$ cat config.mk
export PLATFORM = sky130hd
export DESIGN_NAME = ip_address_to_text
export DESIGN_NICKNAME = d
export VERILOG_FILES = /design/src/hdl/iatt_pkg.sv /design/src/hdl/iatt_seq.sv /design/src/hdl/ip_address_to_text.sv
export VERILOG_INCLUDE_DIRS = /design/src /design/src/hdl
export SDC_FILE = /design/constraint.sdc
export NUM_CORES = 1
export LEC_CHECK = 0
export BUFFER_PORTS_ARGS = -buffer_cell sky130_fd_sc_hd__buf_2
export CORE_ASPECT_RATIO = 0.8
export CORE_MARGIN = 5
export CORE_UTILIZATION = 45
export CTS_BUF_LIST = sky130_fd_sc_hd__clkbuf_8
export CTS_CLUSTER_SIZE = 8
export DETAILED_ROUTE_END_ITERATION = 8
export HOLD_SLACK_MARGIN = 0.02
export PLACE_DENSITY_LB_ADDON = 0.15
export SYNTH_ARGS = -nofsm -noshare
export SYNTH_HDL_FRONTEND = slang
export SYNTH_HIERARCHICAL = 1
export SYNTH_SLANG_ARGS = --single-unit
$ cat constraint.sdc
create_clock -name i_clk -period 4.4 [get_ports i_clk]
set_input_delay 0.44 -clock i_clk [delete_from_list [all_inputs] [get_ports i_clk]]
set_output_delay 0.44 -clock i_clk [all_outputs]
set_load 0.1 [all_outputs]
$ cat src/hdl/ip_address_to_text_macros.svh
// Assertion macros used by the ip_address_to_text module.
`ifndef IP_ADDRESS_TO_TEXT_MACROS_SVH
`define IP_ADDRESS_TO_TEXT_MACROS_SVH

// Same-cycle implication, disabled while reset is asserted.
`define IATT_ASSERT_IMPL(label, clk, rst_n, ante, cons) \
    label: assert property (@(posedge clk) disable iff (!(rst_n)) (ante) |-> (cons)) \
        else $error("iatt assertion failed");

// Next-cycle implication, disabled while reset is asserted.
`define IATT_ASSERT_NEXT(label, clk, rst_n, ante, cons) \
    label: assert property (@(posedge clk) disable iff (!(rst_n)) (ante) |=> (cons)) \
        else $error("iatt assertion failed");

`endif

$ cat src/hdl/iatt_pkg.sv
`timescale 1ns / 1ps

package iatt_pkg;

    localparam logic [1:0] FAM_V4 = 2'd0;
    localparam logic [1:0] FAM_V6 = 2'd1;

    localparam logic [1:0] ST_OK       = 2'd0;
    localparam logic [1:0] ST_SP_ZERO  = 2'd1;
    localparam logic [1:0] ST_NO_SPACE = 2'd2;
    localparam logic [1:0] ST_UNSUP    = 2'd3;

    localparam logic [7:0] V4_MIN_SPACE = 8'd16;
    localparam logic [7:0] V6_MIN_SPACE = 8'd46;

    typedef struct packed {
        logic [1:0]  family;
        logic [63:0] address_high;
        logic [63:0] address_low;
        logic [7:0]  space;
    } t_in;

    typedef struct packed {
        logic [7:0] character;
        logic       last;
        logic [1:0] status;
    } t_out;

    typedef enum logic [3:0] {
        S_ENTRY, S_FAM, S_V4H, S_V4T, S_V4O, S_V4DOT, S_SCAN, S_GTOP,
        S_GSEP, S_D3, S_D2, S_D1, S_D0, S_COMP, S_COMP2, S_ERR
    } t_step;

    typedef enum logic [2:0] {
        CH_ERR, CH_HUND, CH_TENS, CH_ONES, CH_DOT, CH_COLON, CH_NIB
    } t_chr;

    typedef enum logic [2:0] {
        L_NO, L_YES, L_OCT3, L_GRP7, L_RUNEND
    } t_last;

    typedef enum logic [3:0] {
        C_NEVER, C_ALWAYS, C_ERR, C_V6, C_LT100, C_LT10, C_SKIPSEP,
        C_NIBZ, C_AT_BEST, C_SCAN_MORE
    } t_cond;

    typedef enum logic [1:0] {
        I_HOLD, I_INC, I_ADD_BEST
    } t_idx_op;

    typedef struct packed {
        logic    emit;
        t_chr    chr;
        logic [1:0] nib;
        t_last   last;
        t_cond   cond;
        logic    skip;
        t_step   tgt;
        t_idx_op idx_op;
        logic    scan;
    } t_ctrl;

    typedef struct packed {
        logic err;
        logic v6;
        logic lt100;
        logic lt10;
        logic skip_sep;
        logic nib_zero;
        logic at_best;
        logic scan_more;
    } t_flags;

    typedef struct packed {
        logic busy;
        logic go;
        logic finish;
    } t_seq_in;

    typedef struct packed {
        logic emit;
        logic taken;
    } t_act;

    function automatic t_ctrl ucode(input t_step step);
        t_ctrl w;
        w = '{emit: 1'b0, chr: CH_ERR, nib: 2'd0, last: L_NO, cond: C_NEVER,
              skip: 1'b0, tgt: S_ENTRY, idx_op: I_HOLD, scan: 1'b0};
        unique case (step)
            S_ENTRY: begin
                w.cond = C_ERR;
                w.tgt  = S_ERR;
            end
            S_FAM: begin
                w.cond = C_V6;
                w.tgt  = S_SCAN;
            end
            S_V4H: begin
                w.emit = 1'b1; w.chr = CH_HUND;
                w.cond = C_LT100; w.skip = 1'b1; w.tgt = S_V4T;
            end
            S_V4T: begin
                w.emit = 1'b1; w.chr = CH_TENS;
                w.cond = C_LT10; w.skip = 1'b1; w.tgt = S_V4O;
            end
            S_V4O: begin
                w.emit = 1'b1; w.chr = CH_ONES; w.last = L_OCT3;
            end
            S_V4DOT: begin
                w.emit = 1'b1; w.chr = CH_DOT; w.idx_op = I_INC;
                w.cond = C_ALWAYS; w.tgt = S_V4H;
            end
            S_SCAN: begin
                w.scan = 1'b1; w.idx_op = I_INC;
                w.cond = C_SCAN_MORE; w.tgt = S_SCAN;
            end
            S_GTOP: begin
                w.cond = C_AT_BEST;
                w.tgt  = S_COMP;
            end
            S_GSEP: begin
                w.emit = 1'b1; w.chr = CH_COLON;
                w.cond = C_SKIPSEP; w.skip = 1'b1; w.tgt = S_D3;
            end
            S_D3: begin
                w.emit = 1'b1; w.chr = CH_NIB; w.nib = 2'd3;
                w.cond = C_NIBZ; w.skip = 1'b1; w.tgt = S_D2;
            end
            S_D2: begin
                w.emit = 1'b1; w.chr = CH_NIB; w.nib = 2'd2;
                w.cond = C_NIBZ; w.skip = 1'b1; w.tgt = S_D1;
            end
            S_D1: begin
                w.emit = 1'b1; w.chr = CH_NIB; w.nib = 2'd1;
                w.cond = C_NIBZ; w.skip = 1'b1; w.tgt = S_D0;
            end
            S_D0: begin
                w.emit = 1'b1; w.chr = CH_NIB; w.nib = 2'd0; w.last = L_GRP7;
                w.idx_op = I_INC; w.cond = C_ALWAYS; w.tgt = S_GTOP;
            end
            S_COMP: begin
                w.emit = 1'b1; w.chr = CH_COLON;
            end
            S_COMP2: begin
                w.emit = 1'b1; w.chr = CH_COLON; w.last = L_RUNEND;
                w.idx_op = I_ADD_BEST; w.cond = C_ALWAYS; w.tgt = S_GTOP;
            end
            S_ERR: begin
                w.emit = 1'b1; w.chr = CH_ERR; w.last = L_YES;
            end
        endcase
        return w;
    endfunction

    // Decimal digits of an octet as {hundreds, tens, ones}.
    function automatic logic [11:0] dec_digits(input logic [7:0] v);
        logic [3:0] h;
        logic [3:0] t;
        logic [6:0] r;
        logic [6:0] o;
        if (v >= 8'd200) begin
            h = 4'd2;
            r = 7'(v - 8'd200);
        end else if (v >= 8'd100) begin
            h = 4'd1;
            r = 7'(v - 8'd100);
        end else begin
            h = 4'd0;
            r = v[6:0];
        end
        t = 4'd0;
        for (int k = 1; k < 10; k++) begin
            if (r >= 7'(k * 10)) t = 4'(k);
        end
        o = r - 7'(t) * 7'd10;
        return {h, t, o[3:0]};
    endfunction

endpackage

$ cat src/hdl/iatt_seq.sv
`timescale 1ns / 1ps

module iatt_seq
    import iatt_pkg::*;
(
    input  logic    i_clk,
    input  logic    i_rst_n,
    input  t_seq_in i_ctl,
    input  t_flags  i_flags,
    output t_ctrl   o_ctrl,
    output t_act    o_act
);

    t_step r_pc;
    t_step n_pc;
    t_ctrl w;
    logic  taken;

    assign w      = ucode(r_pc);
    assign o_ctrl = w;

    always_comb begin
        unique case (w.cond)
            C_NEVER:     taken = 1'b0;
            C_ALWAYS:    taken = 1'b1;
            C_ERR:       taken = i_flags.err;
            C_V6:        taken = i_flags.v6;
            C_LT100:     taken = i_flags.lt100;
            C_LT10:      taken = i_flags.lt10;
            C_SKIPSEP:   taken = i_flags.skip_sep;
            C_NIBZ:      taken = i_flags.nib_zero;
            C_AT_BEST:   taken = i_flags.at_best;
            C_SCAN_MORE: taken = i_flags.scan_more;
            default:     taken = 1'b0;
        endcase
    end

    // A taken jump on a skip step drops that step's character.
    assign o_act.taken = taken;
    assign o_act.emit  = w.emit && !(taken && w.skip);

    always_comb begin
        n_pc = r_pc;
        if (i_ctl.finish) begin
            n_pc = S_ENTRY;
        end else if (i_ctl.busy && i_ctl.go) begin
            n_pc = taken ? w.tgt : t_step'(r_pc + 4'd1);
        end
    end

    always_ff @(posedge i_clk) begin
        if (!i_rst_n) begin
            r_pc <= S_ENTRY;
        end else begin
            r_pc <= n_pc;
        end
    end

endmodule

$ cat src/hdl/ip_address_to_text.sv
`timescale 1ns / 1ps
// One microcode step per cycle; a character step waits while the output register is full.
// Error: 2 steps; S_ENTRY jumps to S_ERR, which registers the error result.
// IPv4: 17 steps (2 setup, 3 per octet, 3 dots); a skipped leading digit step emits nothing.
// IPv6: 2 steps, an 8-step zero-run scan, then 6 steps per group or 3 for the run (58 at most).
// The next transaction is taken in the cycle after the last character is registered.
// Reset (synchronous, active low) clears the step counter, busy flag and output valid.

module ip_address_to_text
    import iatt_pkg::*;
(
    input  logic i_clk,
    input  logic i_rst_n,
    input  logic i_in_valid,
    output logic o_in_ready,
    input  t_in  i_in,
    output logic o_out_valid,
    input  logic i_out_ready,
    output t_out o_out
);

    `include "ip_address_to_text_macros.svh"

    logic         r_busy;
    logic [1:0]   r_fam;
    logic [127:0] r_addr;
    logic [1:0]   r_err;
    logic [2:0]   r_idx;
    logic         r_prev_colon;
    logic         r_run_in;
    logic [2:0]   r_run_start;
    logic [3:0]   r_run_len;
    logic [2:0]   r_best_start;
    logic [3:0]   r_run_max;
    logic         r_out_valid;
    t_out         r_out;

    t_ctrl   ctrl;
    t_act    act;
    t_flags  flags;
    t_seq_in seq_in;

    logic [1:0]  n_err;
    logic        accept;
    logic        go;
    logic        last_now;
    logic [15:0] grp;
    logic [7:0]  oct;
    logic [11:0] digs;
    logic [3:0]  nibv;
    logic [7:0]  chr;
    logic [3:0]  run_end;
    logic [3:0]  nl;
    logic [2:0]  ns;

    iatt_seq u_seq (
        .i_clk   (i_clk),
        .i_rst_n (i_rst_n),
        .i_ctl   (seq_in),
        .i_flags (flags),
        .o_ctrl  (ctrl),
        .o_act   (act)
    );

    assign o_in_ready  = !r_busy && i_rst_n;
    assign accept      = i_in_valid && o_in_ready;
    assign o_out_valid = r_out_valid;
    assign o_out       = r_out;

    always_comb begin
        if (i_in.space == 8'd0) begin
            n_err = ST_SP_ZERO;
        end else if (i_in.family == FAM_V4) begin
            n_err = (i_in.space < V4_MIN_SPACE) ? ST_NO_SPACE : ST_OK;
        end else if (i_in.family == FAM_V6) begin
            n_err = (i_in.space < V6_MIN_SPACE) ? ST_NO_SPACE : ST_OK;
        end else begin
            n_err = ST_UNSUP;
        end
    end

    assign grp     = r_addr[(3'd7 - r_idx) * 16 +: 16];
    assign oct     = r_addr[(2'd3 - r_idx[1:0]) * 8 +: 8];
    assign digs    = dec_digits(oct);
    assign nibv    = grp[ctrl.nib * 4 +: 4];
    assign run_end = {1'b0, r_idx} + r_run_max;

    always_comb begin
        flags.err       = (r_err != ST_OK);
        flags.v6        = (r_fam == FAM_V6);
        flags.lt100     = (oct < 8'd100);
        flags.lt10      = (oct < 8'd10);
        flags.skip_sep  = (r_idx == 3'd0) || r_prev_colon;
        flags.at_best   = (r_run_max >= 4'd2) && (r_idx == r_best_start);
        flags.scan_more = (r_idx != 3'd7);
        case (ctrl.nib)
            2'd3:    flags.nib_zero = (grp[15:12] == 4'd0);
            2'd2:    flags.nib_zero = (grp[15:8] == 8'd0);
            2'd1:    flags.nib_zero = (grp[15:4] == 12'd0);
            default: flags.nib_zero = 1'b0;
        endcase
    end

    always_comb begin
        case (ctrl.chr)
            CH_HUND:  chr = 8'h30 + {4'd0, digs[11:8]};
            CH_TENS:  chr = 8'h30 + {4'd0, digs[7:4]};
            CH_ONES:  chr = 8'h30 + {4'd0, digs[3:0]};
            CH_DOT:   chr = 8'h2e;
            CH_COLON: chr = 8'h3a;
            CH_NIB:   chr = (nibv < 4'd10) ? (8'h30 + {4'd0, nibv})
                                           : (8'h61 + {4'd0, nibv} - 8'd10);
            default:  chr = 8'h00;
        endcase
        case (ctrl.last)
            L_YES:    last_now = 1'b1;
            L_OCT3:   last_now = (r_idx[1:0] == 2'd3);
            L_GRP7:   last_now = (r_idx == 3'd7);
            L_RUNEND: last_now = (run_end == 4'd8);
            default:  last_now = 1'b0;
        endcase
    end

    // Hold the step while its character has no room in the output register.
    assign go = !act.emit || !r_out_valid || i_out_ready;

    assign seq_in.busy   = r_busy;
    assign seq_in.go     = go;
    assign seq_in.finish = r_busy && go && act.emit && last_now;

    assign nl = r_run_in ? (r_run_len + 4'd1) : 4'd1;
    assign ns = r_run_in ? r_run_start : r_idx;

    always_ff @(posedge i_clk) begin
        if (!i_rst_n) begin
            r_busy      <= 1'b0;
            r_out_valid <= 1'b0;
        end else begin
            if (r_out_valid && i_out_ready) begin
                r_out_valid <= 1'b0;
            end
            if (accept) begin
                r_busy       <= 1'b1;
                r_fam        <= i_in.family;
                r_addr       <= {i_in.address_high, i_in.address_low};
                r_err        <= n_err;
                r_idx        <= 3'd0;
                r_prev_colon <= 1'b0;
                r_run_in     <= 1'b0;
                r_run_start  <= 3'd0;
                r_run_len    <= 4'd0;
                r_best_start <= 3'd0;
                r_run_max    <= 4'd0;
            end else if (r_busy && go) begin
                if (act.emit) begin
                    r_out_valid     <= 1'b1;
                    r_out.character <= chr;
                    r_out.last      <= last_now;
                    r_out.status    <= (ctrl.chr == CH_ERR) ? r_err : ST_OK;
                    r_prev_colon    <= (ctrl.chr == CH_COLON);
                    if (last_now) begin
                        r_busy <= 1'b0;
                    end
                end
                if (ctrl.scan) begin
                    if (grp == 16'd0) begin
                        r_run_in    <= 1'b1;
                        r_run_start <= ns;
                        r_run_len   <= nl;
                        if (nl > r_run_max) begin
                            r_best_start <= ns;
                            r_run_max    <= nl;
                        end
                    end else begin
                        r_run_in <= 1'b0;
                    end
                end
                case (ctrl.idx_op)
                    I_INC:      r_idx <= r_idx + 3'd1;
                    I_ADD_BEST: r_idx <= r_idx + r_run_max[2:0];
                    default:    r_idx <= r_idx;
                endcase
            end
        end
    end

    `IATT_ASSERT_IMPL(a_err_result_form, i_clk, i_rst_n,
        r_out_valid && (r_out.status != ST_OK),
        (r_out.character == 8'h00) && r_out.last)
    `IATT_ASSERT_NEXT(a_busy_after_accept, i_clk, i_rst_n,
        accept, r_busy)
    `IATT_ASSERT_IMPL(a_best_run_bounded, i_clk, i_rst_n,
        r_busy, ({1'b0, r_best_start} + r_run_max) <= 4'd8)

endmodule

==> results list, run 1 <==
- Highest achievable clock rate: between 200 and 250 MHz
- For this design, the slowest cell found on the critical path is sky130_fd_sc_hd__mux4_2.
- Io pins: 155
- Warnings from Yosys: 6
* Wire length of the first global-routing pass: approximately 32000 um
- The endpoint identified for the worst register-to-register timing path is o_out[5].
- Wire per inst: around 20 um
* Post-layout worst setup margin: between 90 and 100 ps
* Library cell used as clock root buffer: sky130_fd_sc_hd__clkbuf_8
- Vias in the first global route: around 5800
* Overall track demand over capacity in global routing: 0.190
* Post-route DRC violation count: 0
* Clock share of power: 0.251
* Category of the worst setup path launch point: register
- Startpoint of the worst setup timing path: r_idx[1]
- Power density cells: around 440 nW/um^2
- Fraction of power spent switching nets: 0.340
- RSZ-0062 raised after global routing: yes
- Critical Path Stages: 17
- In the layout the commonest cells are 161 x sky130_fd_sc_hd__edfxtp_1, 153 x sky130_fd_sc_hd__buf_2, 44 x sky130_fd_sc_hd__mux4_2.
- The tree built by TritonCTS fans out to ~170 sinks.
* Worst setup path category: register to register
- TritonCTS built the clock tree.
- Net total in the final layout: 948
- Worst supply voltage drop on vdd: roughly 0.18 mV
* Height of the die: between 100 and 150 um
- Summing every instance area after synthesis gives around 8500 um^2.
- Part of the power in combinational logic: 0.326
- Dividing the final minimum period by the clock period gives 0.978.
- The later pin in the worst-skew pair is clocked with a latency of ~450 ps.
- The initial antenna violation count came to 0.
* Hold Crit Class: input pin to register
- Across all register-to-register paths, the minimum setup slack is 100 ps.
* Count of endpoints failing setup in the final report: 0
- From left edge to right edge, the die measures 164 um.
* Setup slack at placement: -116 ps
* TritonCTS Buffers: 17
- Excluding fillers, the count of instances in the completed layout stands at between 1000 and 1500.
- Remaining antenna violation count after routing: 0
* Register share of total power: 0.424
* CP endpoint kind: register
* Psw: approximately 1.6 mW
- The floorplan has 45 rows.
- Final hold violations: 0
- Traced cell by cell, the critical path runs through buf_6, mux4_2, inv_2, buf_6, ha_4, inv_4, or2_4, or3_4, a41o_4, o22ai_2, a31oi_1, o32a_2, ha_4, inv_2, fa_2, o211a_1, a31o_2.
- Area growth, synth to finish: 22.3%
* Die footprint: roughly 22000 um^2
- The initial utilization of the core area, before any placement, comes to 0.453.
* Internal Pwr Total: just over 3 mW
- Vias per inst: roughly 5.5
- Between clock sinks in the finished design, the worst skew comes to 19.4 ps.
- Entering global routing, the biggest net connects 71 pins.
- Number of antenna repair diodes: 0
* Endpoint of the most critical setup path: o_out[5]
- Min Tclk post-route: 4300 ps
- Together, buffers and inverters on the worst path number 5.
- The number of nets in the synthesized netlist is between 700 and 800.
- In this run, the number of DRC markers left after iteration 0 of detailed routing was 465.
- Post-Place Cells: 1009
* Synthesized area divided by synthesized cell count: between 10 and 15 um^2
- The routed layout has 5789 vias.
- Aggregate global routing overflow: 0
- The clock passes through at most 2 buffers.
- First-pass iteration count of the detailed router: 6
* Number of levels in the clock H-tree: 4
- Req. time, crit path: 4610 ps
- DP Wirelength: roughly 16000 um
- Most common cell after layout, fill and taps aside: sky130_fd_sc_hd__edfxtp_1
* Worst-path fanout max: 5
- The flow ran to the end, and the final reports show no timing, DRC or antenna violations.
* Core Area: 18700 um^2
- The placed instances occupy a cell area of 9670 um^2.
* Maxcap violations: 0
* R2R Path Start: r_idx[1]
* Placer congestion estimate: approximately 0.86
- Once layout is complete, the utilization of the core stands at 0.554.
- Number of I/O port buffers: about 150
- Min Hold Slack: 152 ps
- Number of pins exceeding their max-slew limit in the final report: 0
* Fraction of final layout cells with drive strength greater than 1: 0.408
- Counting cells, the worst reg-to-reg path comes to 17.
- Clock transition at the registers of the reported paths: 100 ps
* Design area: around 10000 um^2
- Measured against its own limit, the worst slew margin works out to 0.389.
- Data arrival at the endpoint of the critical path: about 4500 ps
- DRT Wirelength: around 20000 um
- Cell family with most CP delay: compound AO/OA/AOI/OAI gates
* Static Leakage: around 3.9 nW
- In the synthesized netlist, the number of instances is ~600.
- For the pin with the worst max-slew slack, the measured transition is ~900 ps.
- In this design, the stage delay of the slowest critical-path cell is 520 ps.
* Post-CTS Hold Buffers: 0
[layer usage]
| layer | GRT usage | wire length [um] |
|---|---|---|
| met5 | 0 | 0 |
| met2 | 0.288 | 9510 |
| met3 | 0.0414 | 1130 |
| met1 | 0.280 | 9610 |
| met4 | 0.0470 | 281 |
[power by group through the flow]
| stage | combinational, mW | sequential, mW | clock, mW |
|---|---|---|---|
| 5_1_grt | 1.64 | 1.97 | 1.26 |
| 6_report | 1.50 | 1.95 | 1.16 |
| 4_1_cts | 1.40 | 1.95 | 1.18 |
| 3_3_place_gp | 1.34 | 1.99 | 0 |
| 3_5_place_dp | 1.37 | 1.99 | 0 |
| 2_1_floorplan | 1.00 | 2.01 | 0 |
[what timing repair did]
action,4_1_cts,5_1_grt
pin swaps,1,21
gates resized for setup,5,43
gates cloned,0,1
endpoints found under the setup margin,2,28
setup buffers,2,9
[stage by stage]
| step | TNS, ps | power [mW] |
|---|---|---|
| finish | 0 | 4.61 |
| global route | -113 | 4.86 |
| CTS | 0 | 4.53 |
| detailed placement | -190 | 3.36 |
| global placement | 0 | 3.33 |
| floorplan | 0 | 3.01 |
[sequential cells by signal (all words and copies together) (netlist names)]
signal / flops
r_run_max: 4
r_err: 2
r_addr: 128
r_fam: 2
o_out_valid: 1
r_run_len: 4
r_prev_colon: 1
r_busy: 1
r_run_in: 1
r_idx: 3
r_best_start: 3
r_run_start: 3
u_seq/r_pc: 4
o_out: 10
[how the worst min path moves through the flow]
stage / start / endpoint / slack (ps) / cells after the start
finish: i_in[20] / r_addr[12] / 150 / 1
detailed placement: u_seq/r_pc[0] / u_seq/r_pc[0] / 520 / 2
global placement: u_seq/r_pc[1] / u_seq/r_pc[1] / 520 / 1
global route: i_in[20] / r_addr[12] / 110 / 1
floorplan: u_seq/r_pc[0] / u_seq/r_pc[0] / 490 / 2
CTS: i_in[20] / r_addr[12] / 120 / 1
[final cells by class]
type / instances / area (um^2)
repair buffers: 191 / 1100
clock buffers: 17 / 234
multi-input cells: 370 / 3460
flip-flops and latches: 167 / 4950
inverters: 35 / 136
well taps: 258 / 323
fillers: 1535 / 8350
clock inverters: 15 / 185
(Power assumes the default switching activity.)
==> run 2, diff against run 1 <==
--- a/config.mk
+++ b/config.mk
@@ -7,7 +7,6 @@
 export NUM_CORES = 1
 export LEC_CHECK = 0
 export BUFFER_PORTS_ARGS = -buffer_cell sky130_fd_sc_hd__buf_2
-export CORE_ASPECT_RATIO = 0.8
 export CORE_MARGIN = 5
 export CORE_UTILIZATION = 45
 export CTS_BUF_LIST = sky130_fd_sc_hd__clkbuf_8
@@ -15,6 +14,7 @@
 export DETAILED_ROUTE_END_ITERATION = 8
 export HOLD_SLACK_MARGIN = 0.02
 export PLACE_DENSITY_LB_ADDON = 0.15
+export RECOVER_POWER = 50
 export SYNTH_ARGS = -nofsm -noshare
 export SYNTH_HDL_FRONTEND = slang
 export SYNTH_HIERARCHICAL = 1
==> results list, run 2 (synthesis results as in run 1) <==
- The critical setup path kind is register to register (unchanged).
- RSZ-0062 raised after global routing: yes (unchanged).
- Category of the worst setup path launch point: register (unchanged)
* Violated checks: capacitance limit, slew limit
* Post-route DRC violation count: 0 (unchanged)
- Maximum number of pins on one net before global-route repair: 79 (was 71)
* Min Tclk post-route: 4330 ps (was 4300 ps)
* Fraction of power spent switching nets: 0.330 (was 0.340)
* Internal Pwr Total: 3.08 mW (was 3.04 mW)
- The final-report hold violation count is 0 (unchanged).
- Post-CTS Hold Buffers: 0 (unchanged)
- TritonCTS Buffers: 17 (unchanged)
* Biggest register: r_addr (unchanged)
- The TritonCTS clock tree is done (unchanged).
- The worst-margin pin slew came to 2430 ps (was 916 ps).
- Setup slack at placement: -24.7 ps (was -116 ps)
* Worst setup skew after layout: 14.9 ps (was 19.4 ps)
* Remaining antenna violation count after routing: 0 (unchanged)
* Count of endpoints failing setup in the final report: 0 (unchanged)
* Highest achievable clock rate: 231 MHz (was 232 MHz)
- The proportion of power drawn by flip-flops and latches is 0.421 (was 0.424).
- Number of levels in the clock H-tree: 4 (unchanged)
- The number of rows in the core area is 50 (was 45).
- The detailed placer's ending HPWL was 14500 um (was 15600 um).
- Static Leakage: 3.86 nW (was 3.93 nW)
- Core Area: 18600 um^2 (was 18700 um^2)
- The starting density of the core was 0.456 (was 0.453).
* Data arrival at the endpoint of the critical path: 4540 ps (was 4510 ps)
- Number of filler instances in the final layout: 1580 (was 1535)
- Io pins: 155 (unchanged)
- Req. time, crit path: 4610 ps (about the same)
- The post-synthesis to final-layout area growth was 21.6% (was 22.3%).
- The iteration-0 DRC count of the detailed router came to 305 (was 465).
- The die outline area was 21700 um^2 (about the same).
* Maxcap violations: 1 (was 0)
- The highest layer used for signal routing is met4 (unchanged).
* Worst-path fanout max: 5 (unchanged)
- The antenna diode count came to 0 (unchanged).
* Fraction of final layout cells with drive strength greater than 1: 0.366 (was 0.408)
- Met3 wirelength from detailed routing: 1080 um (was 1130 um)
- Placer congestion estimate: 0.946 (was 0.862)
* First-pass iteration count of the detailed router: 7 (was 6)
- Most frequent cells in the layout: 161 x sky130_fd_sc_hd__edfxtp_1, 128 x sky130_fd_sc_hd__buf_2, 44 x sky130_fd_sc_hd__mux4_2 (was 161 x sky130_fd_sc_hd__edfxtp_1, 153 x sky130_fd_sc_hd__buf_2, 44 x sky130_fd_sc_hd__mux4_2).
- The final layout net count came to 948 (unchanged).
* Number of pins exceeding their max-slew limit in the final report: 62 (was 0)
- Aggregate global routing overflow: 0 (unchanged)
* Worst supply voltage drop on vdd: 0.208 mV (was 0.177 mV)
- Clock network latency to the later pin of the worst-skew pair: 450 ps (about the same)
- Psw: 1.52 mW (was 1.57 mW)
- The met2 wirelength from detailed routing came to 9560 um (was 9510 um).
* Most common cell after layout, fill and taps aside: sky130_fd_sc_hd__edfxtp_1 (unchanged)
- The number of vias in the routed layout is 5607 (was 5789).
- Wire length of the first global-routing pass: 30200 um (was 31500 um)
- The root buffer cell was sky130_fd_sc_hd__clkbuf_8 (unchanged).
- Max FFs per register: 128 (unchanged)
- The width of the chip was 147 um (was 164 um).
- The final wirelength is 19500 um (was 20500 um).
- Overall track demand over capacity in global routing: 0.178 (was 0.190)
- The clock tree buffer depth came to 2 (unchanged).
- Clock share of power: 0.256 (was 0.251)
* Power density cells: 445 nW/um^2 (was 444 nW/um^2)
- The clock-pin slew of the registers on the worst-case setup and hold paths came to 90 ps (was 100 ps).
* Hold Crit Class: input pin to register (unchanged)
- Height of the die: 147 um (was 133 um)
- CP endpoint kind: register (unchanged)
- Min Hold Slack: 157 ps (was 152 ps)
- The share of total power in combinational logic is 0.322 (was 0.326).
- The share of the cycle needed by the critical path after routing is 0.983 (was 0.978).
- The length of routed wiring on met1 was 8610 um (was 9610 um).
* Number of I/O port buffers: 153 (unchanged)
* Vias in the first global route: 5876 (was 5838)
- Number of antenna violations at the first check in global routing: 0 (unchanged)
- Outcome: finished, violations left (was completed).
- The vias per cell was 5.45 (was 5.50).
- Wire per inst: 19.0 um (was 19.5 um)
- Relative slew slack: -0.625 (was 0.389)
- The number of clock sinks was 167 (unchanged).
- Post-layout worst setup margin: 72.8 ps (was 96.2 ps)
## run 2: changes by cell type in the layout (fill, tap and decap cells not counted), sizes merged
cell / before / now
bufinv: 2 / 3
buf: 191 / 166
inv: 42 / 39
clkbuf: 17 / 42
clkinvlp: 1 / 3
## run 2: critical path, cell delays in order (launching register included)
cell,delay [ps]
sky130_fd_sc_hd__edfxtp_1,440
sky130_fd_sc_hd__buf_6,140
sky130_fd_sc_hd__buf_12,110
sky130_fd_sc_hd__mux4_2,550
sky130_fd_sc_hd__or3_4,450
sky130_fd_sc_hd__or3_4,420
sky130_fd_sc_hd__a41o_4,260
sky130_fd_sc_hd__o22ai_2,160
sky130_fd_sc_hd__a31oi_1,90
sky130_fd_sc_hd__o32a_2,430
sky130_fd_sc_hd__ha_4,170
sky130_fd_sc_hd__inv_2,40
sky130_fd_sc_hd__fa_2,410
sky130_fd_sc_hd__o211a_1,210
sky130_fd_sc_hd__a31o_2,210
## run 2: final timing paths
path                                      end  cells past startpoint  slack (ps)           from
worst max-delay path                 o_out[5]                     14          70       r_idx[1]
worst min-delay path               r_addr[85]                      1         160       i_in[93]
worst max register to register       o_out[5]                     14          70       r_idx[1]
worst min register to register  u_seq/r_pc[0]                      2         540  u_seq/r_pc[0]
## run 2: power by group through the flow
stage,clock (mW),sequential [mW],combinational (mW)
finish,1.18,1.94,1.48
global route,1.28,1.95,1.63
CTS,1.21,1.94,1.40
detailed placement,0,1.97,1.39
global placement,0,1.97,1.37
floorplan,0,2.01,1.00
## run 2: cell type report
cell class,count,area [um^2],share of cell area
multi-input combinational,370,3420,0.331
tap,234,293,0.0283
clock inverter,15,196,0.0190
inverter,35,131,0.0127
sequential,167,4950,0.480
timing repair buffer,191,1110,0.107
clock buffer,17,234,0.0226
## run 2: per-layer routing
metal	vias up	global-route usage
met5	-	0
met3	19	0.0420
met1	2705	0.240
met2	189	0.290
li1	2694	-
met4	0	0.0550
## run 2: timing repair
| action | 4_1_cts | 5_1_grt |
|---|---|---|
| gates resized for setup | 3 | 32 |
| buffers inserted | 0 | 12 |
| gates cloned | 0 | 1 |
| endpoints found under the setup margin | 1 | 22 |
| pin swaps | 0 | 15 |
## run 2: metrics by stage
stage	power [mW]	instances	setup TNS [ps]	cell area (um^2)	util
2_1_floorplan	3.01	599	0	8500	-
3_3_place_gp	3.35	984	0	9640	0.517
3_5_place_dp	3.37	984	-24.7	9640	0.517
4_1_cts	4.55	1016	0	10100	0.541
5_1_grt	4.86	1029	-142	10300	0.554
6_report	4.60	1029	0	10300	0.554
